## config.mk

```make
export PLATFORM = sky130hd
export DESIGN_NAME = heading_incremental_pid_mixer
export DESIGN_NICKNAME = d
export VERILOG_FILES = /design/src/rtl/hipm_pkg.sv /design/src/rtl/hipm_mix.sv /design/src/rtl/heading_incremental_pid_mixer.sv
export VERILOG_INCLUDE_DIRS = /design/src /design/src/rtl
export SDC_FILE = /design/constraint.sdc
export NUM_CORES = 2
export LEC_CHECK = 0
export ABC_AREA = 1
export BUFFER_PORTS_ARGS = -buffer_cell sky130_fd_sc_hd__buf_4
export CORE_ASPECT_RATIO = 1.25
export CORE_MARGIN = 2
export CORE_UTILIZATION = 55
export DETAILED_ROUTE_END_ITERATION = 10
export PLACE_DENSITY = 0.71
export SLEW_MARGIN = 20
export SYNTH_ARGS = -nofsm -noshare
export SYNTH_HDL_FRONTEND = slang
export SYNTH_SLANG_ARGS = --single-unit
```

## constraint.sdc

```tcl
create_clock -name clk -period 20.2 [get_ports clk]
set_clock_uncertainty 0.2 [all_clocks]
set_input_delay 5.05 -clock clk [delete_from_list [all_inputs] [get_ports clk]]
set_output_delay 5.05 -clock clk [all_outputs]
set_load 0.01 [all_outputs]
```

## src/rtl/heading_incremental_pid_mixer_defines.svh

```systemverilog
// Assertion macros for the heading PID mixer.
`ifndef HEADING_INCREMENTAL_PID_MIXER_DEFINES_SVH
`define HEADING_INCREMENTAL_PID_MIXER_DEFINES_SVH
`ifndef NO_ASSERTIONS
`define HIPM_ASSERT(label, prop) \
	label: assert property (@(posedge clk) disable iff (!arst_n) prop) \
		else $error("heading pid mixer: assertion failed");
`define HIPM_ASSERT_NEXT(label, pre, post) \
	label: assert property (@(posedge clk) disable iff (!arst_n) (pre) |=> (post)) \
		else $error("heading pid mixer: assertion failed");
`else
`define HIPM_ASSERT(label, prop)
`define HIPM_ASSERT_NEXT(label, pre, post)
`endif
`endif

```

## src/rtl/hipm_pkg.sv

```systemverilog
// Shared types, constants and register indexes of the heading PID mixer.
`default_nettype none
package hipm_pkg;

	typedef logic signed [16:0] head_t;
	typedef logic signed [17:0] err_t;
	typedef logic signed [18:0] diff1_t;
	typedef logic signed [19:0] diff2_t;
	typedef logic signed [15:0] gain_t;
	typedef logic signed [11:0] base_t;
	typedef logic signed [31:0] acc_t;
	typedef logic signed [12:0] corr_t;
	typedef logic signed [7:0]  pct_t;
	typedef logic signed [12:0] rate_t;
	typedef logic        [1:0]  cfg_idx_t;
	typedef logic        [15:0] cfg_data_t;

	// configuration register indexes
	localparam cfg_idx_t CFG_GAIN_PROP  = 2'd0;
	localparam cfg_idx_t CFG_GAIN_INTEG = 2'd1;
	localparam cfg_idx_t CFG_GAIN_DERIV = 2'd2;
	localparam cfg_idx_t CFG_BASE_RATE  = 2'd3;

	// register reset values
	localparam gain_t GAIN_PROP_RST  = 16'sd256;
	localparam gain_t GAIN_INTEG_RST = 16'sd0;
	localparam gain_t GAIN_DERIV_RST = 16'sd0;
	localparam base_t BASE_RATE_RST  = 12'sd0;

	// increment path widths
	localparam int SUM_W = 37;
	localparam int FRAC_BITS = 8;
	localparam int INC_W = SUM_W - FRAC_BITS;

	// correction clamp and percent scaling: floor(m / 40) == (m * 3277) >> 17 for m <= 4000
	localparam corr_t CORR_LIMIT = 13'sd4000;
	localparam logic [11:0] PCT_RECIP = 12'd3277;
	localparam int PCT_SHIFT = 17;

endpackage
`default_nettype wire

```

## src/rtl/hipm_mix.sv

```systemverilog
// Correction clamp, percent scaling and wheel rate mixing (two pipeline stages).
`default_nettype none
module hipm_mix (
	input  logic           clk,
	input  logic           arst_n,
	input  logic           acc_valid,
	output logic           acc_stall,
	input  hipm_pkg::acc_t acc,
	input  hipm_pkg::base_t base_rate,
	output logic           out_valid,
	input  logic           out_stall,
	output hipm_pkg::corr_t steer_correction,
	output hipm_pkg::pct_t  steer_percent,
	output hipm_pkg::rate_t left_rate,
	output hipm_pkg::rate_t right_rate
);
	import hipm_pkg::*;

	logic        valid_s5, valid_s6;
	logic        rdy_s5, rdy_s6;
	corr_t       corr_s5;
	logic [11:0] mag_s5;
	logic        neg_s5;

	logic signed [24:0] quot;
	corr_t       corr_c;
	logic [23:0] prod;
	logic [6:0]  qmag;
	pct_t        pct_c;
	logic signed [9:0] tri_c;

	// stall chain: a stage loads when it is empty or its contents move on
	assign rdy_s6    = !valid_s6 || !out_stall;
	assign rdy_s5    = !valid_s5 || rdy_s6;
	assign acc_stall = !rdy_s5;
	assign out_valid = valid_s6;

	// divide by 256 toward zero, then clamp
	always_comb begin
		quot = 25'($signed(acc[31:8])) + 25'(acc[31] && (acc[7:0] != 8'd0));
		priority if (quot > 25'(CORR_LIMIT)) begin
			corr_c = CORR_LIMIT;
		end else if (quot < -25'(CORR_LIMIT)) begin
			corr_c = -CORR_LIMIT;
		end else begin
			corr_c = corr_t'(quot);
		end
	end

	// divide magnitude by 40 with a reciprocal, restore sign, mix rates
	always_comb begin
		prod  = 24'(mag_s5) * 24'(PCT_RECIP);
		qmag  = prod[PCT_SHIFT +: 7];
		pct_c = neg_s5 ? -pct_t'({1'b0, qmag}) : pct_t'({1'b0, qmag});
		tri_c = 10'(pct_c) + (10'(pct_c) <<< 1);
	end

	// advance valid bits
	always_ff @(posedge clk or negedge arst_n) begin
		if (!arst_n) begin
			valid_s5 <= 1'b0;
			valid_s6 <= 1'b0;
		end else begin
			if (rdy_s5) valid_s5 <= acc_valid;
			if (rdy_s6) valid_s6 <= valid_s5;
		end
	end

	// payload registers
	always_ff @(posedge clk) begin
		if (rdy_s5 && acc_valid) begin
			corr_s5 <= corr_c;
			mag_s5  <= corr_c[12] ? 12'(-corr_c) : corr_c[11:0];
			neg_s5  <= corr_c[12];
		end
		if (rdy_s6 && valid_s5) begin
			steer_correction <= corr_s5;
			steer_percent    <= pct_c;
			left_rate        <= 13'(base_rate) - 13'(tri_c);
			right_rate       <= 13'(base_rate) + 13'(tri_c);
		end
	end

endmodule
`default_nettype wire

```

## src/rtl/heading_incremental_pid_mixer.sv

```systemverilog
// Heading-hold incremental PID with steering clamp and differential wheel mixing.
//
// Input channel: in_valid / in_stall carry one transaction of measured_heading and
// target_heading (1/256 degree). Output channel: out_valid / out_stall carry
// steer_correction, steer_percent, left_rate and right_rate for each input transaction.
// Configuration: cfg_valid / cfg_ready with cfg_index and cfg_data; cfg_ready is always
// high. Index 0..2 write the Q8.8 gains, index 3 writes base_rate (low 12 bits).
// Write configuration only while no transaction is in flight.
// Stages s1 to s4 here and s5, s6 in hipm_mix lie between input acceptance and out_valid.
// Throughput: one transaction per cycle while no stall holds the pipeline; the accumulator
// add and saturate are combinational, and the error history updates at input acceptance.
// Reset: gains return to kp = 1.0, ki = kd = 0, base_rate = 0; accumulator and error
// history clear; the pipeline empties.
// Stall: a held result stays on the outputs; upstream stages keep filling bubbles, and
// in_stall rises only once every stage holds a transaction.
`default_nettype none
`include "heading_incremental_pid_mixer_defines.svh"
module heading_incremental_pid_mixer (
	input  logic               clk,
	input  logic               arst_n,
	input  logic               cfg_valid,
	output logic               cfg_ready,
	input  hipm_pkg::cfg_idx_t  cfg_index,
	input  hipm_pkg::cfg_data_t cfg_data,
	input  logic               in_valid,
	output logic               in_stall,
	input  hipm_pkg::head_t    measured_heading,
	input  hipm_pkg::head_t    target_heading,
	output logic               out_valid,
	input  logic               out_stall,
	output hipm_pkg::corr_t    steer_correction,
	output hipm_pkg::pct_t     steer_percent,
	output hipm_pkg::rate_t    left_rate,
	output hipm_pkg::rate_t    right_rate
);
	import hipm_pkg::*;

	gain_t gain_prop_q, gain_integ_q, gain_deriv_q;
	base_t base_rate_q;
	acc_t  acc_q;
	err_t  e1_q, e2_q;

	logic valid_s1, valid_s2, valid_s3, valid_s4;
	logic rdy_s1, rdy_s2, rdy_s3, rdy_s4;
	logic mix_stall;
	logic in_accept, ld_s4;

	err_t   err_c;
	diff1_t d1_c;
	diff2_t d2_c;
	err_t   err_s1;
	diff1_t d1_s1;
	diff2_t d2_s1;
	logic signed [34:0] pp_s2;
	logic signed [33:0] pi_s2;
	logic signed [35:0] pd_s2;
	logic signed [SUM_W-1:0] sum_c;
	logic signed [INC_W-1:0] inc_s3;
	logic signed [32:0] acc_sum;
	acc_t  acc_next;

	assign cfg_ready = 1'b1;

	// stall chain over the front stages
	assign rdy_s4    = !valid_s4 || !mix_stall;
	assign rdy_s3    = !valid_s3 || rdy_s4;
	assign rdy_s2    = !valid_s2 || rdy_s3;
	assign rdy_s1    = !valid_s1 || rdy_s2;
	assign in_stall  = !rdy_s1;
	assign in_accept = in_valid && rdy_s1;
	assign ld_s4     = valid_s3 && rdy_s4;

	// form error and its first and second differences against history
	always_comb begin
		err_c = 18'(target_heading) - 18'(measured_heading);
		d1_c  = 19'(err_c) - 19'(e1_q);
		d2_c  = 20'(err_c) - (20'(e1_q) <<< 1) + 20'(e2_q);
	end

	// sum the products and drop fraction bits (floor)
	assign sum_c = SUM_W'(pp_s2) + SUM_W'(pi_s2) + SUM_W'(pd_s2);

	// saturating accumulate
	always_comb begin
		acc_sum = 33'(acc_q) + 33'(inc_s3);
		unique case (acc_sum[32:31])
			2'b01:   acc_next = {1'b0, {31{1'b1}}};
			2'b10:   acc_next = {1'b1, {31{1'b0}}};
			default: acc_next = acc_sum[31:0];
		endcase
	end

	// configuration registers
	always_ff @(posedge clk or negedge arst_n) begin
		if (!arst_n) begin
			gain_prop_q  <= GAIN_PROP_RST;
			gain_integ_q <= GAIN_INTEG_RST;
			gain_deriv_q <= GAIN_DERIV_RST;
			base_rate_q  <= BASE_RATE_RST;
		end else if (cfg_valid && cfg_ready) begin
			unique case (cfg_index)
				CFG_GAIN_PROP:  gain_prop_q  <= gain_t'(cfg_data);
				CFG_GAIN_INTEG: gain_integ_q <= gain_t'(cfg_data);
				CFG_GAIN_DERIV: gain_deriv_q <= gain_t'(cfg_data);
				CFG_BASE_RATE:  base_rate_q  <= base_t'(cfg_data[11:0]);
				default: ;
			endcase
		end
	end

	// error history, accumulator and valid bits
	always_ff @(posedge clk or negedge arst_n) begin
		if (!arst_n) begin
			e1_q     <= '0;
			e2_q     <= '0;
			acc_q    <= '0;
			valid_s1 <= 1'b0;
			valid_s2 <= 1'b0;
			valid_s3 <= 1'b0;
			valid_s4 <= 1'b0;
		end else begin
			if (in_accept) begin
				e2_q <= e1_q;
				e1_q <= err_c;
			end
			if (ld_s4) acc_q <= acc_next;
			if (rdy_s1) valid_s1 <= in_valid;
			if (rdy_s2) valid_s2 <= valid_s1;
			if (rdy_s3) valid_s3 <= valid_s2;
			if (rdy_s4) valid_s4 <= valid_s3;
		end
	end

	// payload pipeline
	always_ff @(posedge clk) begin
		if (in_accept) begin
			err_s1 <= err_c;
			d1_s1  <= d1_c;
			d2_s1  <= d2_c;
		end
		if (rdy_s2 && valid_s1) begin
			pp_s2 <= 35'(gain_prop_q) * 35'(d1_s1);
			pi_s2 <= 34'(gain_integ_q) * 34'(err_s1);
			pd_s2 <= 36'(gain_deriv_q) * 36'(d2_s1);
		end
		if (rdy_s3 && valid_s2) begin
			inc_s3 <= sum_c[SUM_W-1:FRAC_BITS];
		end
	end

	hipm_mix u_mix (
		.clk              (clk),
		.arst_n           (arst_n),
		.acc_valid        (valid_s4),
		.acc_stall        (mix_stall),
		.acc              (acc_q),
		.base_rate        (base_rate_q),
		.out_valid        (out_valid),
		.out_stall        (out_stall),
		.steer_correction (steer_correction),
		.steer_percent    (steer_percent),
		.left_rate        (left_rate),
		.right_rate       (right_rate)
	);

	// correction never leaves the clamp window
	`HIPM_ASSERT(a_corr_range, out_valid |-> (steer_correction <= CORR_LIMIT && steer_correction >= -CORR_LIMIT))
	// wheel rates stay symmetric about the base rate
	`HIPM_ASSERT(a_rate_sym, out_valid |-> ((14'(left_rate) + 14'(right_rate)) == (14'(base_rate_q) + 14'(base_rate_q))))
	// accumulator moves only when stage four loads
	`HIPM_ASSERT_NEXT(a_acc_hold, !ld_s4, $stable(acc_q))
	// older error takes the previous newer error on each accepted transaction
	`HIPM_ASSERT_NEXT(a_hist_order, in_accept, e2_q == $past(e1_q))

endmodule
`default_nettype wire
```

Word level (Yosys, flattened, before mapping). Index checks and enable logic that the tools add are counted.

Register bits after elaboration: 398. Input bits: 57. Output and inout port bits: 50.

Add/subtract/negate cells: 13. Multiply operators: 4. Magnitude comparators: 2. Eq/ne operators: 5. Multiplexer cells: 5. Reduce and logical (&&, ||, !) cells: 27.

Operator list (count): 32-bit one-hot mux with 2 select lines (1); 36-bit by 36-bit adder with 37-bit output (1); 35-bit by 34-bit adder with 36-bit output (1); 16-bit by 20-bit multiplier with 36-bit output (1); 16-bit by 19-bit multiplier with 35-bit output (1); 16-bit by 18-bit multiplier with 34-bit output (1); 32-bit by 29-bit adder with 33-bit output (1); 13-bit two-way mux (2); 24-bit by 2-bit adder with 25-bit output (1); 25-bit by 13-bit > comparator with 1-bit output (second input constant) (1); 25-bit by 13-bit less-than comparator with 1-bit output (second input constant) (1); 12-bit by 12-bit multiplier with 24-bit output (second input constant) (1); 20-bit by 18-bit adder with 20-bit output (1); 18-bit by 19-bit subtractor with 20-bit output (1); 18-bit by 18-bit subtractor with 19-bit output (1); 17-bit by 17-bit subtractor with 18-bit output (1); 12-bit by 10-bit adder with 13-bit output (1); 12-bit by 10-bit subtractor with 13-bit output (1); 12-bit two-way mux (1); 12-bit negator (1); 8-bit by 9-bit adder with 10-bit output (1); 1-bit logical NOT (8); 8-bit two-way mux (1); 7-bit negator with 8-bit output (1); 7 further kinds (24).

Depth between registers and ports, before layout.
Word-level depth: 8. Gate-level depth with buffers: 41.

Hierarchy. From an unflattened synthesis, not the netlist that was laid out.

Cell total of the unflattened synthesis: 7802. Area total of the unflattened synthesis: 63096.8 um2.

Modules (own cells, without submodules): heading_incremental_pid_mixer (instances 1, cells an instance 6898, area each 55435.7 um2); hipm_mix (instances 1, cells an instance 904, area each 7661.1 um2).

Worst setup path after synthesis. OpenSTA, ideal clock, no wires.

Path type: input to output. Start point: input out_stall. End point: output in_stall. Data arrival time: 5888 ps. Data required time: 14950 ps. Slack: 9062 ps. Cell stages on the path: 10. Buffers on the path: 0. Cells stage by stage: nand2_1 -> nor2_1 -> inv_1 -> nor2_1 -> inv_1 -> nor2_1 -> inv_1 -> nor2_1 -> inv_1 -> nor2_1.

Cells in the longest elaborated chain, start to end: 8.

Ends and longest elaborated chain: start, declared (line heading_incremental_pid_mixer.sv:30) `input logic out_stall,`; 1-bit logical NOT (line hipm_mix.sv:33) `assign rdy_s6 = !valid_s6 || !out_stall;`; 1-bit logical OR (line hipm_mix.sv:33); 1-bit logical OR (line hipm_mix.sv:34) `assign rdy_s5 = !valid_s5 || rdy_s6;`; 1-bit logical OR (line heading_incremental_pid_mixer.sv:65) `assign rdy_s4 = !valid_s4 || !mix_stall;`; 1-bit logical OR (line heading_incremental_pid_mixer.sv:66) `assign rdy_s3 = !valid_s3 || rdy_s4;`; 1-bit logical OR (line heading_incremental_pid_mixer.sv:67) `assign rdy_s2 = !valid_s2 || rdy_s3;`; 1-bit logical OR (line heading_incremental_pid_mixer.sv:68) `assign rdy_s1 = !valid_s1 || rdy_s2;`; 1-bit logical NOT (line heading_incremental_pid_mixer.sv:69) `assign in_stall = !rdy_s1;`; end, declared (line heading_incremental_pid_mixer.sv:26) `output logic in_stall,`.

Every way passes these cells.

Final worst setup path. Ends and elaborated chain as after synthesis.

==> results by group <==
Setup path
  – Setup crit start kind: input pin
  – Worst Path Buf+Inv: 6
  – Top delay family on crit path: simple AND/OR/NAND/NOR gates
  – Worst path most repeated cell: nor2_1
  – CP Max Fanout: 3
  – Max stage delay on crit path: 390 ps
  – Crit Path Category: in -> out
  – CP max-delay cell: nor2_1
  – Worst EP required: 14950 ps
  – Crit. End Element: output pin
  – Crit-path cells: buf_4 -> nand2_1 -> nor2_1 -> inv_1 -> nor2_1 -> inv_1 -> nor2_1 -> inv_1 -> nor2_1 -> inv_1 -> nor2_1 -> buf_4
  – Worst path arrival time: 6930 ps

Route
  – Starting DRC count in detailed routing: 2650
  – Via/cell ratio: 5.31
  – DRT Wirelength: 148 mm
  – Via Count: 43858
  – ANT nets after route: 0
  – 1st-pass router iterations: 6
  – DRC: 0
  – DR WL/cell: 17.9 µm

Finish
  – Most common cell after layout, fill and taps aside: inv_1
  – Final design utilization: 58.9%
  – Most frequent cells in the layout: inv_1, nand2_1, fa_1
  – # nets final: 8373
  – Area grow syn2layout: 6.26%
  – Share of layout cells above drive strength 1: 4.76%

Placement
  – Routability cong.: 0.921
  – Number of I/O port buffers: 105
  – Dpl hpwl: 122 mm

Synth
  – Syn. warnings: 0
  – Synth top area share: 34.1%
  – Avg Cell Area, Syn: 8.73 µm²
  – Most used DFF post-synth: edfxtp_1
  – Synth area leader: fa_1
  – Synthesized flop and latch total: 395
  – EDFF count, synth: 261
  – Synth top area cells: fa_1, edfxtp_1, inv_1, ha_1, nand2_1
  – Synth cell types: 57
  – Syn nets: 8364
  – Gate Count Post-Synth: 6788
  – Synthesized area: 0.0592 mm²
  – Share of synthesized registers carrying an async set or reset: 33.9%
  – Sequential cell area fraction in the yosys report: 18.9%

Die
  – Initial Util: 55.5%
  – Die width: 298 µm
  – Row count: 134
  – Die height: 371 µm
  – I/O pin total: 107
  – Core ar.: 0.107 mm²
  – Die area: 0.110 mm²

Global route
  – Global-route wire length before repair: 243 mm
  – Largest net degree at the start of global routing: 80
  – GRT Residual Overflow: 0
  – Vias in the first global route: 46622
  – Initial antenna violation count: 3
  – Total track usage: 28.1%

Min path
  – Hold Path Class: reg -> reg

Clock tree
  – Maximum buffer depth of the clock tree: 3
  – Num CTS Buffers: 43
  – Htree depth: 2
  – Worst-Skew Late Latency: 630 ps
  – Post-CTS sizing: 0
  – Post-CTS Setup Bufs: 0
  – Hold buffer count at CTS: 0
  – CTS clock-pin slew for the worst setup and hold paths: 70 ps
  – CTS Sinks: 395
  – CTS tree: built
  – Root buffer selected by CTS: clkbuf_16

Timing
  – Fmax: 0.0821 GHz
  – Period Utilization, post-route: 60.3%
  – Final worst path period need: 12180 ps
  – TNS Setup: 0 ps
  – Worst-Margin Slew: 1080 ps
  – Fin. max-slew vios: 0
  – Relative slew slack: 28.1%
  – Final hold vios: 0
  – Final setup violation count: 0
  – RSZ-0062 raised after global routing: no

Outcome
  – Status: complete, no violations

Job
  – Max-cap viol count: 0
routing by layer:
metal / wire length [µm] / vias up / GRT usage [%]
met1: 57000 / 21732 / 33.6
met3: 7080 / 400 / 3.00
met5: 41 / - / 0
met2: 73300 / 1259 / 48.8
li1: - / 20461 / -
met4: 10800 / 6 / 17.2
worst paths after layout:
kind | start | to | slack, ps | cells past startpoint
min in group asynchronous | arst_n | acc_q[3] | 4330 | 1
min | u_mix.corr_s5[9] | u_mix.steer_correction[9] | 220 | 0
max | out_stall | in_stall | 8020 | 12
max in group asynchronous | arst_n | e2_q[14] | 14130 | 2
min reg2reg | u_mix.corr_s5[9] | u_mix.steer_correction[9] | 220 | 0
max reg2reg | u_mix.mag_s5[3] | u_mix.left_rate[11] | 11770 | 36
metrics by stage:
| step | setup WS [ps] | hold WS, ps | std cells | area [µm²] |
|---|---|---|---|---|
| after detailed placement | 7940 | 207 | 8180 | 61500 |
| after global routing | 7850 | 225 | 8260 | 62900 |
| final | 8020 | 221 | 8262 | 63000 |
| after global placement | 7940 | 201 | 8180 | 61500 |
| after floorplan | 9060 | 200 | 6788 | 59200 |
| after CTS | 7930 | 220 | 8260 | 62900 |
state kept, by name, summed over array words and instances, names as in the netlist, 19 cells and up:
register and count:
pp_s2 35, acc_q 32, d2_s1 20, d1_s1 19
pd_s2 36, pi_s2 34, inc_s3 29
synthesized netlist by cell type, drive strengths merged, types with 4 or more instances:
cell / instances
dfrtp: 133
o21bai: 16
a22oi: 21
nand4: 31
a21oi: 307
a211oi: 4
o221ai: 4
edfxtp: 261
nor2: 223
fa: 1008
buf: 15
and2: 4
o21a: 9
xor2: 163
ha: 511
nand2: 1468
nand3: 118
or2: 66
o211ai: 6
a21o: 17
a31oi: 40
o21ai: 250
nor4: 11
o31ai: 11
nand3b: 4
xnor2: 90
a221oi: 5
inv: 1748
clkbuf: 176
nor3: 33
a21boi: 15
kinds of logic (layout without fill, tap and decap cells):
logic type                 Yosys count  after routing  share of synthesized area (%)
AOI/OAI and AO/OA                  719            719                           6.76
xor gates and xnor gates           253            253                           3.74
adders and majority gates         1519           1519                           44.9
buffers and inverters             1939           1983                           12.3
DFF                                395            395                           18.9
other                                1              3                        0.00633
and+or+nand+nor                   1962           1962                           13.4
area by class of cell:
| type | instances | area, µm² |
|---|---|---|
| Antenna cell | 2 | 5.00 |
| Clock buffer | 58 | 1170 |
| Clock inverter | 22 | 293 |
| Fill cell | 9393 | 43800 |
| Inverter | 1748 | 6560 |
| Multi-Input combinational cell | 4454 | 40800 |
| Sequential cell | 395 | 11200 |
| Tap cell | 1428 | 1790 |
| Timing Repair Buffer | 155 | 1170 |
Power is not shown: default switching activity piles up to over one toggle a cycle in this logic, so the estimate is an artifact.
